==> config.mk <==
export PLATFORM = sky130hd
export DESIGN_NAME = wheel_pulse_dead_reckoning_core_flat
export DESIGN_NICKNAME = d
export VERILOG_FILES = /design/src/rtl/wpdr_pkg.sv /design/src/rtl/wpdr_if.sv /design/src/rtl/wpdr_delta.sv /design/src/rtl/wpdr_mul.sv /design/src/rtl/wpdr_cordic.sv /design/src/rtl/wheel_pulse_dead_reckoning_core.sv /design/src/flat_wrapper.sv
export SDC_FILE = /design/constraint.sdc
export NUM_CORES = 2
export LEC_CHECK = 0
export BUFFER_PORTS_ARGS = -buffer_cell sky130_fd_sc_hd__buf_4
export CAP_MARGIN = 20
export CELL_PAD_IN_SITES_DETAIL_PLACEMENT = 0
export CELL_PAD_IN_SITES_GLOBAL_PLACEMENT = 1
export CORE_MARGIN = 5
export CORE_UTILIZATION = 45
export CTS_CLUSTER_SIZE = 40
export DETAILED_ROUTE_END_ITERATION = 8
export MAX_ROUTING_LAYER = met4
export PLACE_DENSITY_LB_ADDON = 0.15
export SETUP_SLACK_MARGIN = 0.4
export SYNTH_ARGS = -nofsm -noshare
export SYNTH_HDL_FRONTEND = slang
export SYNTH_SLANG_ARGS = --single-unit
export TNS_END_PERCENT = 30
==> constraint.sdc <==
create_clock -name clk -period 9.75 [get_ports clk]
set_input_delay 1.95 -clock clk [delete_from_list [all_inputs] [get_ports clk]]
set_output_delay 1.95 -clock clk [all_outputs]
set_load 0.01 [all_outputs]
==> src/rtl/wpdr_pkg.sv <==
package wpdr_pkg;

    localparam int COUNT_W    = 16;
    localparam int DELTA_W    = 17;
    localparam int DSUM_W     = 18;
    localparam int POS_W      = 32;
    localparam int ANGLE_W    = 32;
    localparam int MOD_W      = 17;
    localparam int DPP_W      = 24;
    localparam int YAW_W      = 32;
    localparam int DIR_W      = 2;
    localparam int CFG_IDX_W  = 2;
    localparam int CFG_DATA_W = 32;
    localparam int DIST_W     = 42;
    localparam int CORDIC_W   = 34;
    localparam int TRIG_W     = 23;
    localparam int MUL_A_W    = 43;
    localparam int MUL_B_W    = 23;
    localparam int MUL_P_W    = 66;

    typedef logic [COUNT_W-1:0]        count_t;
    typedef logic signed [DELTA_W-1:0] delta_t;
    typedef logic signed [DSUM_W-1:0]  dsum_t;
    typedef logic signed [POS_W-1:0]   pos_t;
    typedef logic [ANGLE_W-1:0]        angle_t;
    typedef logic signed [TRIG_W-1:0]  trig_t;
    typedef logic signed [CORDIC_W-1:0] cvec_t;

    localparam logic OP_TRACK    = 1'b0;
    localparam logic OP_SET_POSE = 1'b1;

    localparam logic [DIR_W-1:0] DIR_STAND = 2'd0;
    localparam logic [DIR_W-1:0] DIR_FWD   = 2'd1;
    localparam logic [DIR_W-1:0] DIR_BWD   = 2'd2;

    localparam logic [CFG_IDX_W-1:0] REG_MODULUS = 2'd0;
    localparam logic [CFG_IDX_W-1:0] REG_DIST    = 2'd1;
    localparam logic [CFG_IDX_W-1:0] REG_YAW     = 2'd2;

    localparam logic [MOD_W-1:0] MOD_MAX   = 17'h10000;
    localparam logic [MOD_W-1:0] MOD_RESET = 17'h10000;

    localparam cvec_t CORDIC_GAIN = 34'sh026DD3B6A;
    localparam cvec_t TRIG_ROUND  = 34'sd512;
    localparam logic [MUL_P_W-1:0] POS_ROUND = 66'h10000000;
    localparam angle_t QUARTER_TURN = 32'h40000000;
    localparam angle_t HALF_TURN    = 32'h80000000;

    typedef enum logic [3:0] {
        S_IDLE,
        S_TURN,
        S_DIST,
        S_ANGLE,
        S_ROTATE,
        S_MULX,
        S_MULY,
        S_ADDY,
        S_DONE
    } core_state_t;

    typedef enum logic [1:0] {
        C_IDLE,
        C_ROTATE,
        C_ROUND
    } cordic_state_t;

    typedef struct packed {
        logic step;
        logic clear;
    } delta_ctl_t;

    // arctangent of 2^-i, full turn = 2^32
    function automatic logic [31:0] atan_turn(input logic [4:0] idx);
        logic [31:0] v;
        case (idx)
            5'd0:  v = 32'h20000000;
            5'd1:  v = 32'h12E4051E;
            5'd2:  v = 32'h09FB385B;
            5'd3:  v = 32'h051111D4;
            5'd4:  v = 32'h028B0D43;
            5'd5:  v = 32'h0145D7E1;
            5'd6:  v = 32'h00A2F61E;
            5'd7:  v = 32'h00517C55;
            5'd8:  v = 32'h0028BE53;
            5'd9:  v = 32'h00145F2F;
            5'd10: v = 32'h000A2F98;
            5'd11: v = 32'h000517CC;
            5'd12: v = 32'h00028BE6;
            5'd13: v = 32'h000145F3;
            5'd14: v = 32'h0000A2FA;
            5'd15: v = 32'h0000517D;
            5'd16: v = 32'h000028BE;
            5'd17: v = 32'h0000145F;
            5'd18: v = 32'h00000A30;
            5'd19: v = 32'h00000518;
            5'd20: v = 32'h0000028C;
            5'd21: v = 32'h00000146;
            5'd22: v = 32'h000000A3;
            5'd23: v = 32'h00000051;
            5'd24: v = 32'h00000029;
            5'd25: v = 32'h00000014;
            5'd26: v = 32'h0000000A;
            5'd27: v = 32'h00000005;
            5'd28: v = 32'h00000003;
            5'd29: v = 32'h00000001;
            5'd30: v = 32'h00000001;
            default: v = 32'h00000000;
        endcase
        return v;
    endfunction

endpackage

==> src/rtl/wpdr_if.sv <==
interface wpdr_cfg_if import wpdr_pkg::*; ();
    logic                  valid;
    logic                  ready;
    logic [CFG_IDX_W-1:0]  index;
    logic [CFG_DATA_W-1:0] data;

    modport source (output valid, index, data, input ready);
    modport sink (input valid, index, data, output ready);
endinterface

interface wpdr_in_if import wpdr_pkg::*; ();
    logic             valid;
    logic             ready;
    logic             operation;
    count_t           left_count;
    count_t           right_count;
    logic [DIR_W-1:0] direction;
    pos_t             start_x;
    pos_t             start_y;
    angle_t           start_heading;

    modport source (output valid, operation, left_count, right_count, direction,
                    start_x, start_y, start_heading, input ready);
    modport sink (input valid, operation, left_count, right_count, direction,
                  start_x, start_y, start_heading, output ready);
endinterface

interface wpdr_out_if import wpdr_pkg::*; ();
    logic   valid;
    logic   ready;
    pos_t   pos_x;
    pos_t   pos_y;
    angle_t heading;
    delta_t left_delta;
    delta_t right_delta;

    modport source (output valid, pos_x, pos_y, heading, left_delta, right_delta,
                    input ready);
    modport sink (input valid, pos_x, pos_y, heading, left_delta, right_delta,
                  output ready);
endinterface

==> src/rtl/wpdr_delta.sv <==
module wpdr_delta import wpdr_pkg::*; #(
    parameter int COUNT_BITS = 16
) (
    input  logic             clk,
    input  logic             rst_n,
    input  delta_ctl_t       ctl,
    input  count_t           cur,
    input  logic [DIR_W-1:0] dir,
    input  logic [MOD_W-1:0] modulus,
    output delta_t           delta
);

    localparam count_t CMASK = COUNT_W'((33'd1 << COUNT_BITS) - 33'd1);

    count_t             prev_count_reg;
    delta_t             prev_delta_reg;
    count_t             cur_m;
    logic [MOD_W-1:0]   mod_eff;
    logic [MOD_W-1:0]   wrap;
    logic [DSUM_W-1:0]  raw;
    logic [DSUM_W-1:0]  dir_raw;
    logic               has_history;
    logic               moving;

    always_comb
    begin
        cur_m   = cur & CMASK;
        mod_eff = (modulus > MOD_MAX) ? MOD_MAX : modulus;
        wrap    = (cur_m < prev_count_reg) ? mod_eff : '0;
        raw     = {2'b00, cur_m} - {2'b00, prev_count_reg} + {1'b0, wrap};
        dir_raw = (dir == DIR_BWD) ? (DSUM_W'(0) - raw) : raw;
        has_history = (prev_count_reg != '0) || (prev_delta_reg != '0);
        moving      = (dir == DIR_FWD) || (dir == DIR_BWD);
        delta   = (has_history && moving) ? delta_t'(dir_raw[DELTA_W-1:0]) : '0;
    end

    always_ff @(posedge clk or negedge rst_n)
    begin
        if (!rst_n)
        begin
            prev_count_reg <= '0;
            prev_delta_reg <= '0;
        end
        else if (ctl.clear)
        begin
            prev_count_reg <= '0;
            prev_delta_reg <= '0;
        end
        else if (ctl.step)
        begin
            prev_count_reg <= cur_m;
            prev_delta_reg <= delta;
        end
    end

endmodule

==> src/rtl/wpdr_mul.sv <==
module wpdr_mul import wpdr_pkg::*; (
    input  logic                      clk,
    input  logic signed [MUL_A_W-1:0] a,
    input  logic signed [MUL_B_W-1:0] b,
    output logic signed [MUL_P_W-1:0] product
);

    logic signed [MUL_P_W-1:0] product_reg;

    always_ff @(posedge clk)
    begin
        product_reg <= MUL_P_W'(a) * MUL_P_W'(b);
    end

    assign product = product_reg;

endmodule

==> src/rtl/wpdr_cordic.sv <==
module wpdr_cordic import wpdr_pkg::*; #(
    parameter int STEPS = 16
) (
    input  logic   clk,
    input  logic   rst_n,
    input  logic   start,
    input  angle_t angle,
    output logic   done,
    output trig_t  cos_q20,
    output trig_t  sin_q20
);

    localparam int IW = $clog2(STEPS);
    localparam logic [IW-1:0] LAST_STEP = IW'(STEPS - 1);

    cordic_state_t state_reg, state_next;
    logic [IW-1:0] step_reg, step_next;
    cvec_t         x_reg, x_next;
    cvec_t         y_reg, y_next;
    cvec_t         z_reg, z_next;
    logic          flip_reg, flip_next;
    logic          done_reg, done_next;
    trig_t         cos_reg, cos_next;
    trig_t         sin_reg, sin_next;

    angle_t        folded;
    angle_t        probe;
    cvec_t         x_sh, y_sh, atan_v;
    cvec_t         xc, yc, xr, yr;

    always_ff @(posedge clk or negedge rst_n)
    begin
        if (!rst_n)
        begin
            state_reg <= C_IDLE;
            done_reg  <= 1'b0;
        end
        else
        begin
            state_reg <= state_next;
            done_reg  <= done_next;
        end
    end

    always_ff @(posedge clk)
    begin
        step_reg <= step_next;
        x_reg    <= x_next;
        y_reg    <= y_next;
        z_reg    <= z_next;
        flip_reg <= flip_next;
        cos_reg  <= cos_next;
        sin_reg  <= sin_next;
    end

    always_comb
    begin
        state_next = state_reg;
        step_next  = step_reg;
        x_next     = x_reg;
        y_next     = y_reg;
        z_next     = z_reg;
        flip_next  = flip_reg;
        cos_next   = cos_reg;
        sin_next   = sin_reg;
        done_next  = 1'b0;

        // fold into the right half plane, undo by negating both results
        probe  = angle + QUARTER_TURN;
        folded = probe[ANGLE_W-1] ? (angle + HALF_TURN) : angle;

        x_sh   = x_reg >>> step_reg;
        y_sh   = y_reg >>> step_reg;
        atan_v = cvec_t'({2'b00, atan_turn(5'(step_reg))});

        xc = flip_reg ? (-x_reg) : x_reg;
        yc = flip_reg ? (-y_reg) : y_reg;
        xr = xc + TRIG_ROUND;
        yr = yc + TRIG_ROUND;

        case (state_reg)
            C_IDLE:
            begin
                if (start)
                begin
                    flip_next  = probe[ANGLE_W-1];
                    x_next     = CORDIC_GAIN;
                    y_next     = '0;
                    z_next     = cvec_t'({{(CORDIC_W-ANGLE_W){folded[ANGLE_W-1]}}, folded});
                    step_next  = '0;
                    state_next = C_ROTATE;
                end
            end
            C_ROTATE:
            begin
                if (!z_reg[CORDIC_W-1])
                begin
                    x_next = x_reg - y_sh;
                    y_next = y_reg + x_sh;
                    z_next = z_reg - atan_v;
                end
                else
                begin
                    x_next = x_reg + y_sh;
                    y_next = y_reg - x_sh;
                    z_next = z_reg + atan_v;
                end
                step_next = step_reg + 1'b1;
                if (step_reg == LAST_STEP)
                begin
                    state_next = C_ROUND;
                end
            end
            C_ROUND:
            begin
                cos_next   = trig_t'(xr[TRIG_W+9:10]);
                sin_next   = trig_t'(yr[TRIG_W+9:10]);
                done_next  = 1'b1;
                state_next = C_IDLE;
            end
            default:
            begin
                state_next = C_IDLE;
            end
        endcase
    end

    assign done    = done_reg;
    assign cos_q20 = cos_reg;
    assign sin_q20 = sin_reg;

    a_start_when_idle: assert property (@(posedge clk) disable iff (!rst_n)
        start |-> state_reg == C_IDLE)
        else $error("cordic started while busy");

    a_done_is_pulse: assert property (@(posedge clk) disable iff (!rst_n)
        done_reg |=> !done_reg)
        else $error("cordic done held longer than one cycle");

    a_round_then_done: assert property (@(posedge clk) disable iff (!rst_n)
        state_reg == C_ROUND |=> done_reg && state_reg == C_IDLE)
        else $error("cordic rounding did not finish");

endmodule

==> src/rtl/wheel_pulse_dead_reckoning_core.sv <==
// Wheel pulse dead reckoning for a differential-drive vehicle.
// counts: one request per odometry sample. operation selects a track update
//   (left/right counter readings and direction code) or a set-pose load
//   (start_x, start_y, start_heading). The block is ready only when idle.
// pose: one result per request with the updated position, heading and the
//   signed left/right pulse deltas of that request (zero for a set-pose).
// cfg: register writes (pulse modulus, distance per pulse, yaw gain), always
//   ready; write only while no request is in flight.
// A track request passes the turn and distance products, the iterative CORDIC
//   rotating one step per cycle, and the x and y products: four passes through
//   the single shared multiplier. A set-pose request loads the pose and goes
//   straight to the finish step. A new request is taken only after the last
//   one has left the sequencer.
// Reset clears the pose, the counter history and loads the register defaults.
// The result sits in an output register; the next request is accepted while
//   it waits, and a finished result holds the sequencer until pose is taken.
module wheel_pulse_dead_reckoning_core import wpdr_pkg::*; #(
    parameter int COUNT_BITS   = 16,
    parameter int CORDIC_STEPS = 16
) (
    input  logic       clk,
    input  logic       rst_n,
    wpdr_cfg_if.sink   cfg,
    wpdr_in_if.sink    counts,
    wpdr_out_if.source pose
);

    core_state_t state_reg, state_next;

    logic [MOD_W-1:0] modulus_reg;
    logic [DPP_W-1:0] dpp_reg;
    logic [YAW_W-1:0] yaw_reg;

    pos_t   x_reg, x_next;
    pos_t   y_reg, y_next;
    angle_t heading_reg, heading_next;
    angle_t mid_reg, mid_next;
    delta_t dl_reg, dl_next;
    delta_t dr_reg, dr_next;
    logic signed [DIST_W-1:0] dist_reg, dist_next;

    logic   out_valid_reg, out_valid_next;
    pos_t   out_x_reg, out_x_next;
    pos_t   out_y_reg, out_y_next;
    angle_t out_heading_reg, out_heading_next;
    delta_t out_dl_reg, out_dl_next;
    delta_t out_dr_reg, out_dr_next;

    logic       accept;
    logic       out_load;
    logic       cordic_start;
    logic       cordic_done;
    trig_t      cos_q20, sin_q20;
    delta_ctl_t dctl;
    delta_t     delta_l, delta_r;
    dsum_t      dsum, ddiff;

    logic signed [MUL_A_W-1:0] mul_a;
    logic signed [MUL_B_W-1:0] mul_b;
    logic signed [MUL_P_W-1:0] product;
    logic [MUL_P_W-1:0]        pos_step;

    assign cfg.ready    = 1'b1;
    assign counts.ready = (state_reg == S_IDLE);
    assign accept       = counts.valid && counts.ready;

    wpdr_delta #(.COUNT_BITS(COUNT_BITS)) u_delta_l (
        .clk     (clk),
        .rst_n   (rst_n),
        .ctl     (dctl),
        .cur     (counts.left_count),
        .dir     (counts.direction),
        .modulus (modulus_reg),
        .delta   (delta_l)
    );

    wpdr_delta #(.COUNT_BITS(COUNT_BITS)) u_delta_r (
        .clk     (clk),
        .rst_n   (rst_n),
        .ctl     (dctl),
        .cur     (counts.right_count),
        .dir     (counts.direction),
        .modulus (modulus_reg),
        .delta   (delta_r)
    );

    wpdr_mul u_mul (
        .clk     (clk),
        .a       (mul_a),
        .b       (mul_b),
        .product (product)
    );

    wpdr_cordic #(.STEPS(CORDIC_STEPS)) u_cordic (
        .clk     (clk),
        .rst_n   (rst_n),
        .start   (cordic_start),
        .angle   (mid_reg),
        .done    (cordic_done),
        .cos_q20 (cos_q20),
        .sin_q20 (sin_q20)
    );

    always_ff @(posedge clk or negedge rst_n)
    begin
        if (!rst_n)
        begin
            modulus_reg <= MOD_RESET;
            dpp_reg     <= '0;
            yaw_reg     <= '0;
        end
        else if (cfg.valid)
        begin
            case (cfg.index)
                REG_MODULUS: modulus_reg <= cfg.data[MOD_W-1:0];
                REG_DIST:    dpp_reg     <= cfg.data[DPP_W-1:0];
                REG_YAW:     yaw_reg     <= cfg.data[YAW_W-1:0];
                default:     ;
            endcase
        end
    end

    always_ff @(posedge clk or negedge rst_n)
    begin
        if (!rst_n)
        begin
            state_reg     <= S_IDLE;
            out_valid_reg <= 1'b0;
            x_reg         <= '0;
            y_reg         <= '0;
            heading_reg   <= '0;
        end
        else
        begin
            state_reg     <= state_next;
            out_valid_reg <= out_valid_next;
            x_reg         <= x_next;
            y_reg         <= y_next;
            heading_reg   <= heading_next;
        end
    end

    always_ff @(posedge clk)
    begin
        mid_reg         <= mid_next;
        dl_reg          <= dl_next;
        dr_reg          <= dr_next;
        dist_reg        <= dist_next;
        out_x_reg       <= out_x_next;
        out_y_reg       <= out_y_next;
        out_heading_reg <= out_heading_next;
        out_dl_reg      <= out_dl_next;
        out_dr_reg      <= out_dr_next;
    end

    // sequencer: picks the multiplier operands and steps through the request
    always_comb
    begin
        state_next   = state_reg;
        mul_a        = '0;
        mul_b        = '0;
        cordic_start = 1'b0;
        out_load     = 1'b0;
        dctl         = '0;

        dsum  = dsum_t'(dl_reg) + dsum_t'(dr_reg);
        ddiff = dsum_t'(dr_reg) - dsum_t'(dl_reg);

        case (state_reg)
            S_IDLE:
            begin
                if (accept)
                begin
                    if (counts.operation == OP_SET_POSE)
                    begin
                        dctl.clear = 1'b1;
                        state_next = S_DONE;
                    end
                    else
                    begin
                        dctl.step  = 1'b1;
                        state_next = S_TURN;
                    end
                end
            end
            S_TURN:
            begin
                mul_a      = {{(MUL_A_W-YAW_W){1'b0}}, yaw_reg};
                mul_b      = {{(MUL_B_W-DSUM_W){ddiff[DSUM_W-1]}}, ddiff};
                state_next = S_DIST;
            end
            S_DIST:
            begin
                mul_a      = {{(MUL_A_W-DPP_W){1'b0}}, dpp_reg};
                mul_b      = {{(MUL_B_W-DSUM_W){dsum[DSUM_W-1]}}, dsum};
                state_next = S_ANGLE;
            end
            S_ANGLE:
            begin
                cordic_start = 1'b1;
                state_next   = S_ROTATE;
            end
            S_ROTATE:
            begin
                if (cordic_done)
                begin
                    state_next = S_MULX;
                end
            end
            S_MULX:
            begin
                mul_a      = {{(MUL_A_W-DIST_W){dist_reg[DIST_W-1]}}, dist_reg};
                mul_b      = cos_q20;
                state_next = S_MULY;
            end
            S_MULY:
            begin
                mul_a      = {{(MUL_A_W-DIST_W){dist_reg[DIST_W-1]}}, dist_reg};
                mul_b      = sin_q20;
                state_next = S_ADDY;
            end
            S_ADDY:
            begin
                state_next = S_DONE;
            end
            S_DONE:
            begin
                if (!out_valid_reg || pose.ready)
                begin
                    out_load   = 1'b1;
                    state_next = S_IDLE;
                end
            end
            default:
            begin
                state_next = S_IDLE;
            end
        endcase
    end

    always_comb
    begin
        x_next           = x_reg;
        y_next           = y_reg;
        heading_next     = heading_reg;
        mid_next         = mid_reg;
        dl_next          = dl_reg;
        dr_next          = dr_reg;
        dist_next        = dist_reg;
        out_x_next       = out_x_reg;
        out_y_next       = out_y_reg;
        out_heading_next = out_heading_reg;
        out_dl_next      = out_dl_reg;
        out_dr_next      = out_dr_reg;
        out_valid_next   = out_valid_reg && !pose.ready;

        // position step: round the Q2^-45 product back to 2^-16 m
        pos_step = product + POS_ROUND;

        if (accept)
        begin
            if (counts.operation == OP_SET_POSE)
            begin
                x_next       = counts.start_x;
                y_next       = counts.start_y;
                heading_next = counts.start_heading;
                dl_next      = '0;
                dr_next      = '0;
            end
            else
            begin
                dl_next = delta_l;
                dr_next = delta_r;
            end
        end

        if (state_reg == S_DIST)
        begin
            // product holds the turn; mid heading uses half of it, floored
            heading_next = heading_reg + product[ANGLE_W-1:0];
            mid_next     = heading_reg + product[ANGLE_W:1];
        end

        if (state_reg == S_ANGLE)
        begin
            dist_next = product[DIST_W-1:0];
        end

        if (state_reg == S_MULY)
        begin
            x_next = x_reg + pos_t'(pos_step[POS_W+28:29]);
        end

        if (state_reg == S_ADDY)
        begin
            y_next = y_reg + pos_t'(pos_step[POS_W+28:29]);
        end

        if (out_load)
        begin
            out_x_next       = x_reg;
            out_y_next       = y_reg;
            out_heading_next = heading_reg;
            out_dl_next      = dl_reg;
            out_dr_next      = dr_reg;
            out_valid_next   = 1'b1;
        end
    end

    assign pose.valid       = out_valid_reg;
    assign pose.pos_x       = out_x_reg;
    assign pose.pos_y       = out_y_reg;
    assign pose.heading     = out_heading_reg;
    assign pose.left_delta  = out_dl_reg;
    assign pose.right_delta = out_dr_reg;

    a_set_pose_loads: assert property (@(posedge clk) disable iff (!rst_n)
        accept && counts.operation == OP_SET_POSE
        |=> heading_reg == $past(counts.start_heading) && x_reg == $past(counts.start_x)
            && y_reg == $past(counts.start_y))
        else $error("set-pose request did not load the pose");

    a_set_pose_zero_delta: assert property (@(posedge clk) disable iff (!rst_n)
        accept && counts.operation == OP_SET_POSE |=> dl_reg == '0 && dr_reg == '0)
        else $error("set-pose request left nonzero deltas");

    a_result_from_done: assert property (@(posedge clk) disable iff (!rst_n)
        $rose(out_valid_reg) |-> $past(state_reg) == S_DONE)
        else $error("result raised outside the finish step");

endmodule
==> src/flat_wrapper.sv <==
// flat-port wrapper written by rule: the top's interface ports become plain ports
module wheel_pulse_dead_reckoning_core_flat import wpdr_pkg::*;
#(
    parameter int COUNT_BITS   = 16,
    parameter int CORDIC_STEPS = 16
)
  (clk, rst_n, cfg_valid, cfg_index, cfg_data, cfg_ready, counts_valid, counts_operation, counts_left_count, counts_right_count, counts_direction, counts_start_x, counts_start_y, counts_start_heading, counts_ready, pose_valid, pose_pos_x, pose_pos_y, pose_heading, pose_left_delta, pose_right_delta, pose_ready);
  wpdr_cfg_if cfg_i ();
  wpdr_in_if counts_i ();
  wpdr_out_if pose_i ();
  input  logic clk;
  input  logic rst_n;
  input wire logic [$bits(cfg_i.valid)-1:0] cfg_valid;
  input wire logic [$bits(cfg_i.index)-1:0] cfg_index;
  input wire logic [$bits(cfg_i.data)-1:0] cfg_data;
  output wire logic [$bits(cfg_i.ready)-1:0] cfg_ready;
  input wire logic [$bits(counts_i.valid)-1:0] counts_valid;
  input wire logic [$bits(counts_i.operation)-1:0] counts_operation;
  input wire logic [$bits(counts_i.left_count)-1:0] counts_left_count;
  input wire logic [$bits(counts_i.right_count)-1:0] counts_right_count;
  input wire logic [$bits(counts_i.direction)-1:0] counts_direction;
  input wire logic [$bits(counts_i.start_x)-1:0] counts_start_x;
  input wire logic [$bits(counts_i.start_y)-1:0] counts_start_y;
  input wire logic [$bits(counts_i.start_heading)-1:0] counts_start_heading;
  output wire logic [$bits(counts_i.ready)-1:0] counts_ready;
  output wire logic [$bits(pose_i.valid)-1:0] pose_valid;
  output wire logic [$bits(pose_i.pos_x)-1:0] pose_pos_x;
  output wire logic [$bits(pose_i.pos_y)-1:0] pose_pos_y;
  output wire logic [$bits(pose_i.heading)-1:0] pose_heading;
  output wire logic [$bits(pose_i.left_delta)-1:0] pose_left_delta;
  output wire logic [$bits(pose_i.right_delta)-1:0] pose_right_delta;
  input wire logic [$bits(pose_i.ready)-1:0] pose_ready;
  assign cfg_i.valid = cfg_valid;
  assign cfg_i.index = cfg_index;
  assign cfg_i.data = cfg_data;
  assign cfg_ready = cfg_i.ready;
  assign counts_i.valid = counts_valid;
  assign counts_i.operation = counts_operation;
  assign counts_i.left_count = counts_left_count;
  assign counts_i.right_count = counts_right_count;
  assign counts_i.direction = counts_direction;
  assign counts_i.start_x = counts_start_x;
  assign counts_i.start_y = counts_start_y;
  assign counts_i.start_heading = counts_start_heading;
  assign counts_ready = counts_i.ready;
  assign pose_valid = pose_i.valid;
  assign pose_pos_x = pose_i.pos_x;
  assign pose_pos_y = pose_i.pos_y;
  assign pose_heading = pose_i.heading;
  assign pose_left_delta = pose_i.left_delta;
  assign pose_right_delta = pose_i.right_delta;
  assign pose_i.ready = pose_ready;
  wheel_pulse_dead_reckoning_core #(.COUNT_BITS(COUNT_BITS), .CORDIC_STEPS(CORDIC_STEPS)) u_core (.clk(clk), .rst_n(rst_n), .cfg(cfg_i), .counts(counts_i), .pose(pose_i));
endmodule
Yosys cells after proc, flatten, opt, wreduce, memory -nomap -nowiden
Memories as Yosys holds them, arrays and structs flattened. A register that Yosys moved wholly into a read port is not among the register bits. Cells that the tools add are included.

Register bits after elaboration: 695. ROM bits: 480. Input port bits: 170. Logic and storage cells: 178. Memories: 1.

Add/subtract/negate cells: 26. Multipliers: 1. $lt $le $gt $ge: 3. Eq/ne operators: 20. Shift operators: 2. Mux-type cells: 58. Reductions and logical operators: 36.

Memory list: (name not given) (words 16, bits a word 30, read ports 1, clocked after Yosys merged registers in 1, wr ports 0, RTL line wpdr_pkg.sv:75) `case (idx)`.

Operators with widths (number): 32-bit 2-to-1 mux (10); 34-bit 2-to-1 mux (6); 34-bit case mux with 2 select lines (3); 17-bit 2-to-1 mux (11); 43-bit case mux with 3 select lines (1); 32-bit adder (4); 23-bit case mux with 4 select lines (1); 34-bit adder (2); 34-bit by 4-bit >>> shifter with 34-bit output (2); 34-bit subtractor (2); 33-bit by 11-bit adder with 33-bit output, second input constant (2); 33-bit 2-to-1 mux (2); 33-bit negator (2); 16-bit 2-to-1 mux (4); 61-bit by 29-bit adder with 61-bit output, second input constant (1); 43-bit by 23-bit multiplier with 61-bit output (1); 4-bit case mux with 9 select lines (1); 17-bit adder (2); 34-bit by 33-bit adder with 34-bit output (1); 17-bit nonzero test (2); 1-bit by 17-bit subtractor with 17-bit output, first input constant (2); 16-bit by 16-bit subtractor with 17-bit output (2); 34-bit by 33-bit subtractor with 34-bit output (1); 32-bit by 31-bit adder with 32-bit output, second input constant (1); other kinds (29) (80).

Logic depth before layout (Yosys ltp)
Depth in word-level cells: 9. Mapped depth: 43. Mapped depth without buffers: 40.

Cells and area by module
A second synthesis with hierarchy kept.

Cell total of the unflattened synthesis: 9489. Area, all modules: 87017.2 um^2.

By module, submodules not included: wpdr_mul (instances 1, cells each 3884, area an instance 35163.7 um^2, seq. area each 1321.3 um^2); wheel_pulse_dead_reckoning_core (instances 1, cells each 2370, area an instance 24309.6 um^2, seq. area each 11502.3 um^2); wpdr_cordic (instances 1, cells each 2275, area an instance 19829.0 um^2, seq. area each 5270.1 um^2); wpdr_delta at u_core.u_delta_l (instances 1, cells each 497, area an instance 3993.8 um^2, seq. area each 825.8 um^2); wpdr_delta at u_core.u_delta_r (instances 1, cells each 463, area an instance 3721.1 um^2, seq. area each 825.8 um^2).

Worst setup path after synthesis
OpenSTA, ideal clock, no wires.

Kind: register to register. Start: register u_core.dr_reg[0]. End: register u_core.u_mul.product_reg[60] (netlist: u_core.u_mul.product[60]). Library setup time: 0.130 ns. Data arrival time: 9.089 ns. Required time: 9.620 ns. Slack: 0.531 ns. Cell stages (with the launch flop): 39. Period minus slack after synthesis: 9.219 ns. Cells stage by stage: edfxtp_1 inv_1 ha_1 inv_1 fa_1 a21oi_1 o21bai_1 a21oi_1 o21bai_1 a21oi_1 o21ai_0 a2111oi_0 o31a_1 nor2_1 o22ai_1 clkbuf_1 nand2_1 fa_1 [3 not listed] fa_1 inv_1 fa_1 fa_1 fa_1 fa_1 ha_1 a21oi_1 nor2b_1 o21ai_0 nand2b_1 a2111oi_0 or3_1 a21oi_1 a41o_1 o2111ai_1 a41oi_1 xnor3_1.

Word-level cells in the longest chain between the ends: 3. Elaborated cells on any way between the ends: 4. Classes of those cells: 2 x add/sub; 1 x mul; 1 x mux.

RTL lines: start, declared (RTL line wheel_pulse_dead_reckoning_core.sv:39) `delta_t dr_reg, dr_next;`; start signal, assigned (RTL line wheel_pulse_dead_reckoning_core.sv:147) `dr_reg <= dr_next;`; 17-bit by 17-bit adder with 18-bit output / 17-bit by 17-bit subtractor with 18-bit output (equally long branches) (RTL line wheel_pulse_dead_reckoning_core.sv:166, wheel_pulse_dead_reckoning_core.sv:167); 23-bit case mux with 4 select lines * (RTL line wheel_pulse_dead_reckoning_core.sv:169) `case (state_reg)`; 43-bit by 23-bit multiplier with 61-bit output * (RTL line wpdr_mul.sv:12) `product_reg <= MUL_P_W'(a) * MUL_P_W'(b);`; end signal, assigned (RTL line wpdr_mul.sv:12); end, declared (RTL line wpdr_mul.sv:8) `logic signed [MUL_P_W-1:0] product_reg;`.

Mark *: on every way between the ends. The rest lies on a longest branch, timed or not. A chain may end at the register's enable or synchronous reset.

Worst setup path in the final report
Start: register u_core.dr_reg[0]. End: register u_core.u_mul.product_reg[59] (netlist: u_core.u_mul.product[59]).

Same word-level chain as after synthesis.

==> summary.txt <==
Global route
  – Initial antenna violation count: 12
  – Largest net degree at the start of global routing: 108
  – Vias in the first global route: 66.0k
  – GRT overflow: 0
  – Gr usage total: 0.306
  – First-pass GRT wire length: 422 mm

Logic synthesis
  – Number of enable flip-flop cells after synthesis: 391
  – Register area share after synthesis: 0.242
  – Synth unique cells: 102
  – Syn_nets: 10.4k
  – Ys Warns: 0
  – #FFs+latches synth: 725
  – Prevailing post-synth register cell: edfxtp_1
  – Post-Syn Instances: 8,797
  – Cell Area, Synth: 81,100 um^2
  – Asr flop ratio synth: 0.335
  – Syn avg cell area: 9.22 um^2

Die
  – Initial Util: 0.454
  – Top Ports: 303
  – Row count: 155
  – Die X: 435 um
  – Total die area: 189,000 um^2
  – Die Y: 435 um
  – Core area: 179,000 um^2

Placed design
  – Half-perimeter wire length after placement: 224 mm
  – Routability cong.: 0.963
  – PortBufs: 301
  – Dpl ws: -0.237 ns

Timing
  – RSZ-0062 raised after global routing: true
  – Count of final setup violators: 0
  – Final Worst Setup Slack: 0.361 ns
  – Slew HR: 0.267
  – Tmin final: 9.39 ns
  – Fin Hold WS: 0.480 ns
  – Fin Setup TNS: 0 ns
  – Slew Viols, Final: 0
  – Crit share post-route: 0.963
  – Slew @ Worst Pin: 1.10 ns
  – Clk_skew: 0.0740 ns
  – Fmax: 107 MHz
  – Final hold vios: 0

Worst setup path
  – CP top delay family: adder cells
  – Max incr delay on CP: 0.57 ns
  – Critical Path End Type: register
  – Most used cell, CP: fa_1
  – Slowest CP cell: fa_2
  – CP Launch Type: register
  – Crit-path max FO: 6
  – Required @ worst endpoint: 10.36 ns
  – Worst path arrival time: 10.00 ns
  – CP bufs+invs: 13
  – Worst Setup Path Type: register to register

Cells and area
  – Syn-to-layout area delta: 12.9%
  – Fill count: 16.8k
  – Commonest non-fill, non-tap cell in the layout: nand2_1
  – Share of layout cells above drive strength 1: 0.122
  – Fin nets: 10.8k
  – Most frequent cells in the layout: nand2_1 (1,357), inv_1 (1,212), fa_1 (951)
  – Max FFs per register: 61

Routing
  – DRT iter0 DRCs: 5,500
  – Routed wire length: 282 mm
  – Post-route ant nets: 0
  – DRC errors left: 0
  – Vias per cell: 5.67
  – Vias: 65.5k
  – Avg WL per Cell: 24.4 um
  – Pre-antenna DRT Iters: 6

Clocking
  – Clock buffer depth: 3
  – H-Tree Depth: 3
  – Inserted Clock Buffers: 87
  – Worst-path clk slew: 0.07 ns
  – Hold buffer count at CTS: 0
  – CTS tree: yes
  – Worst skew pair latency: 0.75 ns
  – # clock sinks: 725
  – CTS root buf: clkbuf_16

Job
  – Max-Cap Viols: 0

Hold path
  – HP Class: register to register

Outcome
  – Status: complete, no violations
cells in the mapped netlist, types with 14 or more instances:
| cell | count | area, um^2 |
|---|---|---|
| o21a_1 | 75 | 563 |
| a21boi_0 | 15 | 113 |
| o211ai_1 | 32 | 240 |
| ha_1 | 496 | 6210 |
| o21ai_0 | 259 | 1300 |
| dfrtp_1 | 242 | 6060 |
| xnor2_1 | 303 | 2650 |
| o41ai_1 | 14 | 123 |
| mux4_1 | 15 | 394 |
| nor2b_1 | 55 | 344 |
| mux2i_1 | 42 | 420 |
| xor2_1 | 214 | 1870 |
| mux2_2 | 91 | 1020 |
| o22ai_1 | 29 | 181 |
| clkbuf_1 | 319 | 1200 |
| nand4_1 | 35 | 219 |
| nand2b_1 | 60 | 375 |
| o31ai_1 | 72 | 541 |
| inv_1 | 1224 | 4590 |
| mux4_2 | 68 | 1530 |
| a22oi_1 | 64 | 480 |
| a21o_1 | 167 | 1250 |
| and2_1 | 98 | 613 |
| a211oi_1 | 44 | 330 |
| o21bai_1 | 50 | 375 |
| nor2_1 | 712 | 2670 |
| nor3_1 | 111 | 556 |
| fa_1 | 964 | 19300 |
| dfxtp_1 | 91 | 1820 |
| or2_2 | 19 | 119 |
| edfxtp_1 | 391 | 11700 |
| or3_1 | 28 | 175 |
| nand2_1 | 1364 | 5120 |
| buf_1 | 45 | 169 |
| nand3_1 | 90 | 450 |
| and3_1 | 60 | 375 |
| nor4_1 | 51 | 319 |
| a221oi_1 | 20 | 175 |
| a31oi_1 | 124 | 776 |
| a21oi_1 | 384 | 1920 |
per-layer routing:
metal  routed length [um]  GRT usage  share of wire
met4                11000      0.103          0.039
met3                19200     0.0376          0.068
met2               124000      0.454           0.44
met5                    0          -              0
met1               127000      0.436           0.45
layout make-up:
class	count	area, um^2	share of cell area
Clock inverter	55	573	0.00626
Inverter	1228	4640	0.0506
Sequential cell	725	19600	0.215
Multi-Input combinational cell	6440	55900	0.610
Antenna cell	13	32.5	0.000355
Clock buffer	108	2360	0.0258
Tap cell	2355	2950	0.0322
Timing Repair Buffer	638	5530	0.0604
stage by stage:
stage / instance area [um^2] / std cells / utilization
3_5_place_dp: 87500 / 11300 / 0.490
5_1_grt: 91600 / 11600 / 0.512
2_1_floorplan: 81100 / 8797 / -
4_1_cts: 90900 / 11500 / 0.508
3_3_place_gp: 87500 / 11300 / 0.489
6_report: 91600 / 11600 / 0.512
repair_timing:
action,in CTS,in global routing
buffers inserted,15,17
endpoints found under the setup margin,26,29
cloned,3,3
pin swaps,20,45
resized for setup,57,83
logic make-up (layout without fill, tap and decap cells):
kind of cell / count (synthesis) / in the layout / synth area share
simple gates: 2750 / 2750 / 0.147
buf+inv: 1632 / 2029 / 0.0789
compound gates: 1495 / 1495 / 0.119
fa+ha+maj: 1460 / 1460 / 0.314
flops: 725 / 725 / 0.242
xor+xnor: 518 / 518 / 0.0561
mux: 216 / 216 / 0.0416
other cells: 1 / 14 / 0.0000462
path summary, 6_finish.rpt:
path | start | endpoint | slack (ns) | depth (start not counted)
max | u_core.dr_reg[0]$_SDFFCE_PP0P_ | u_core.u_mul.product[59]$_DFF_P_ | 0.36 | 44
min | u_core.x_reg[0]$_DFFE_PN0P_ | u_core.pose.pos_x[0]$_DFFE_PP_ | 0.48 | 0
max reg2reg | u_core.dr_reg[0]$_SDFFCE_PP0P_ | u_core.u_mul.product[59]$_DFF_P_ | 0.36 | 44
min reg2reg | u_core.x_reg[0]$_DFFE_PN0P_ | u_core.pose.pos_x[0]$_DFFE_PP_ | 0.48 | 0
max in group asynchronous | rst_n | u_core.u_delta_r.prev_delta_reg[0]$_DFFE_PN0P_ | 7.12 | 2
min in group asynchronous | rst_n | u_core.y_reg[17]$_DFFE_PN0P_ | 1.22 | 1
worst reg2reg max path, delay by kind of cell, from the launching register on:
| family | cells | cell delay (ns) |
|---|---|---|
| buffers and inverters | 13 | 1.41 |
| and+or+nand+nor | 4 | 0.26 |
| AOI/OAI and AO/OA | 17 | 3.03 |
| adders and majority gates | 10 | 4.20 |
| DFF | 1 | 0.41 |
Power is not shown: default switching activity piles up to over one toggle a cycle in this logic, so the estimate is an artifact.
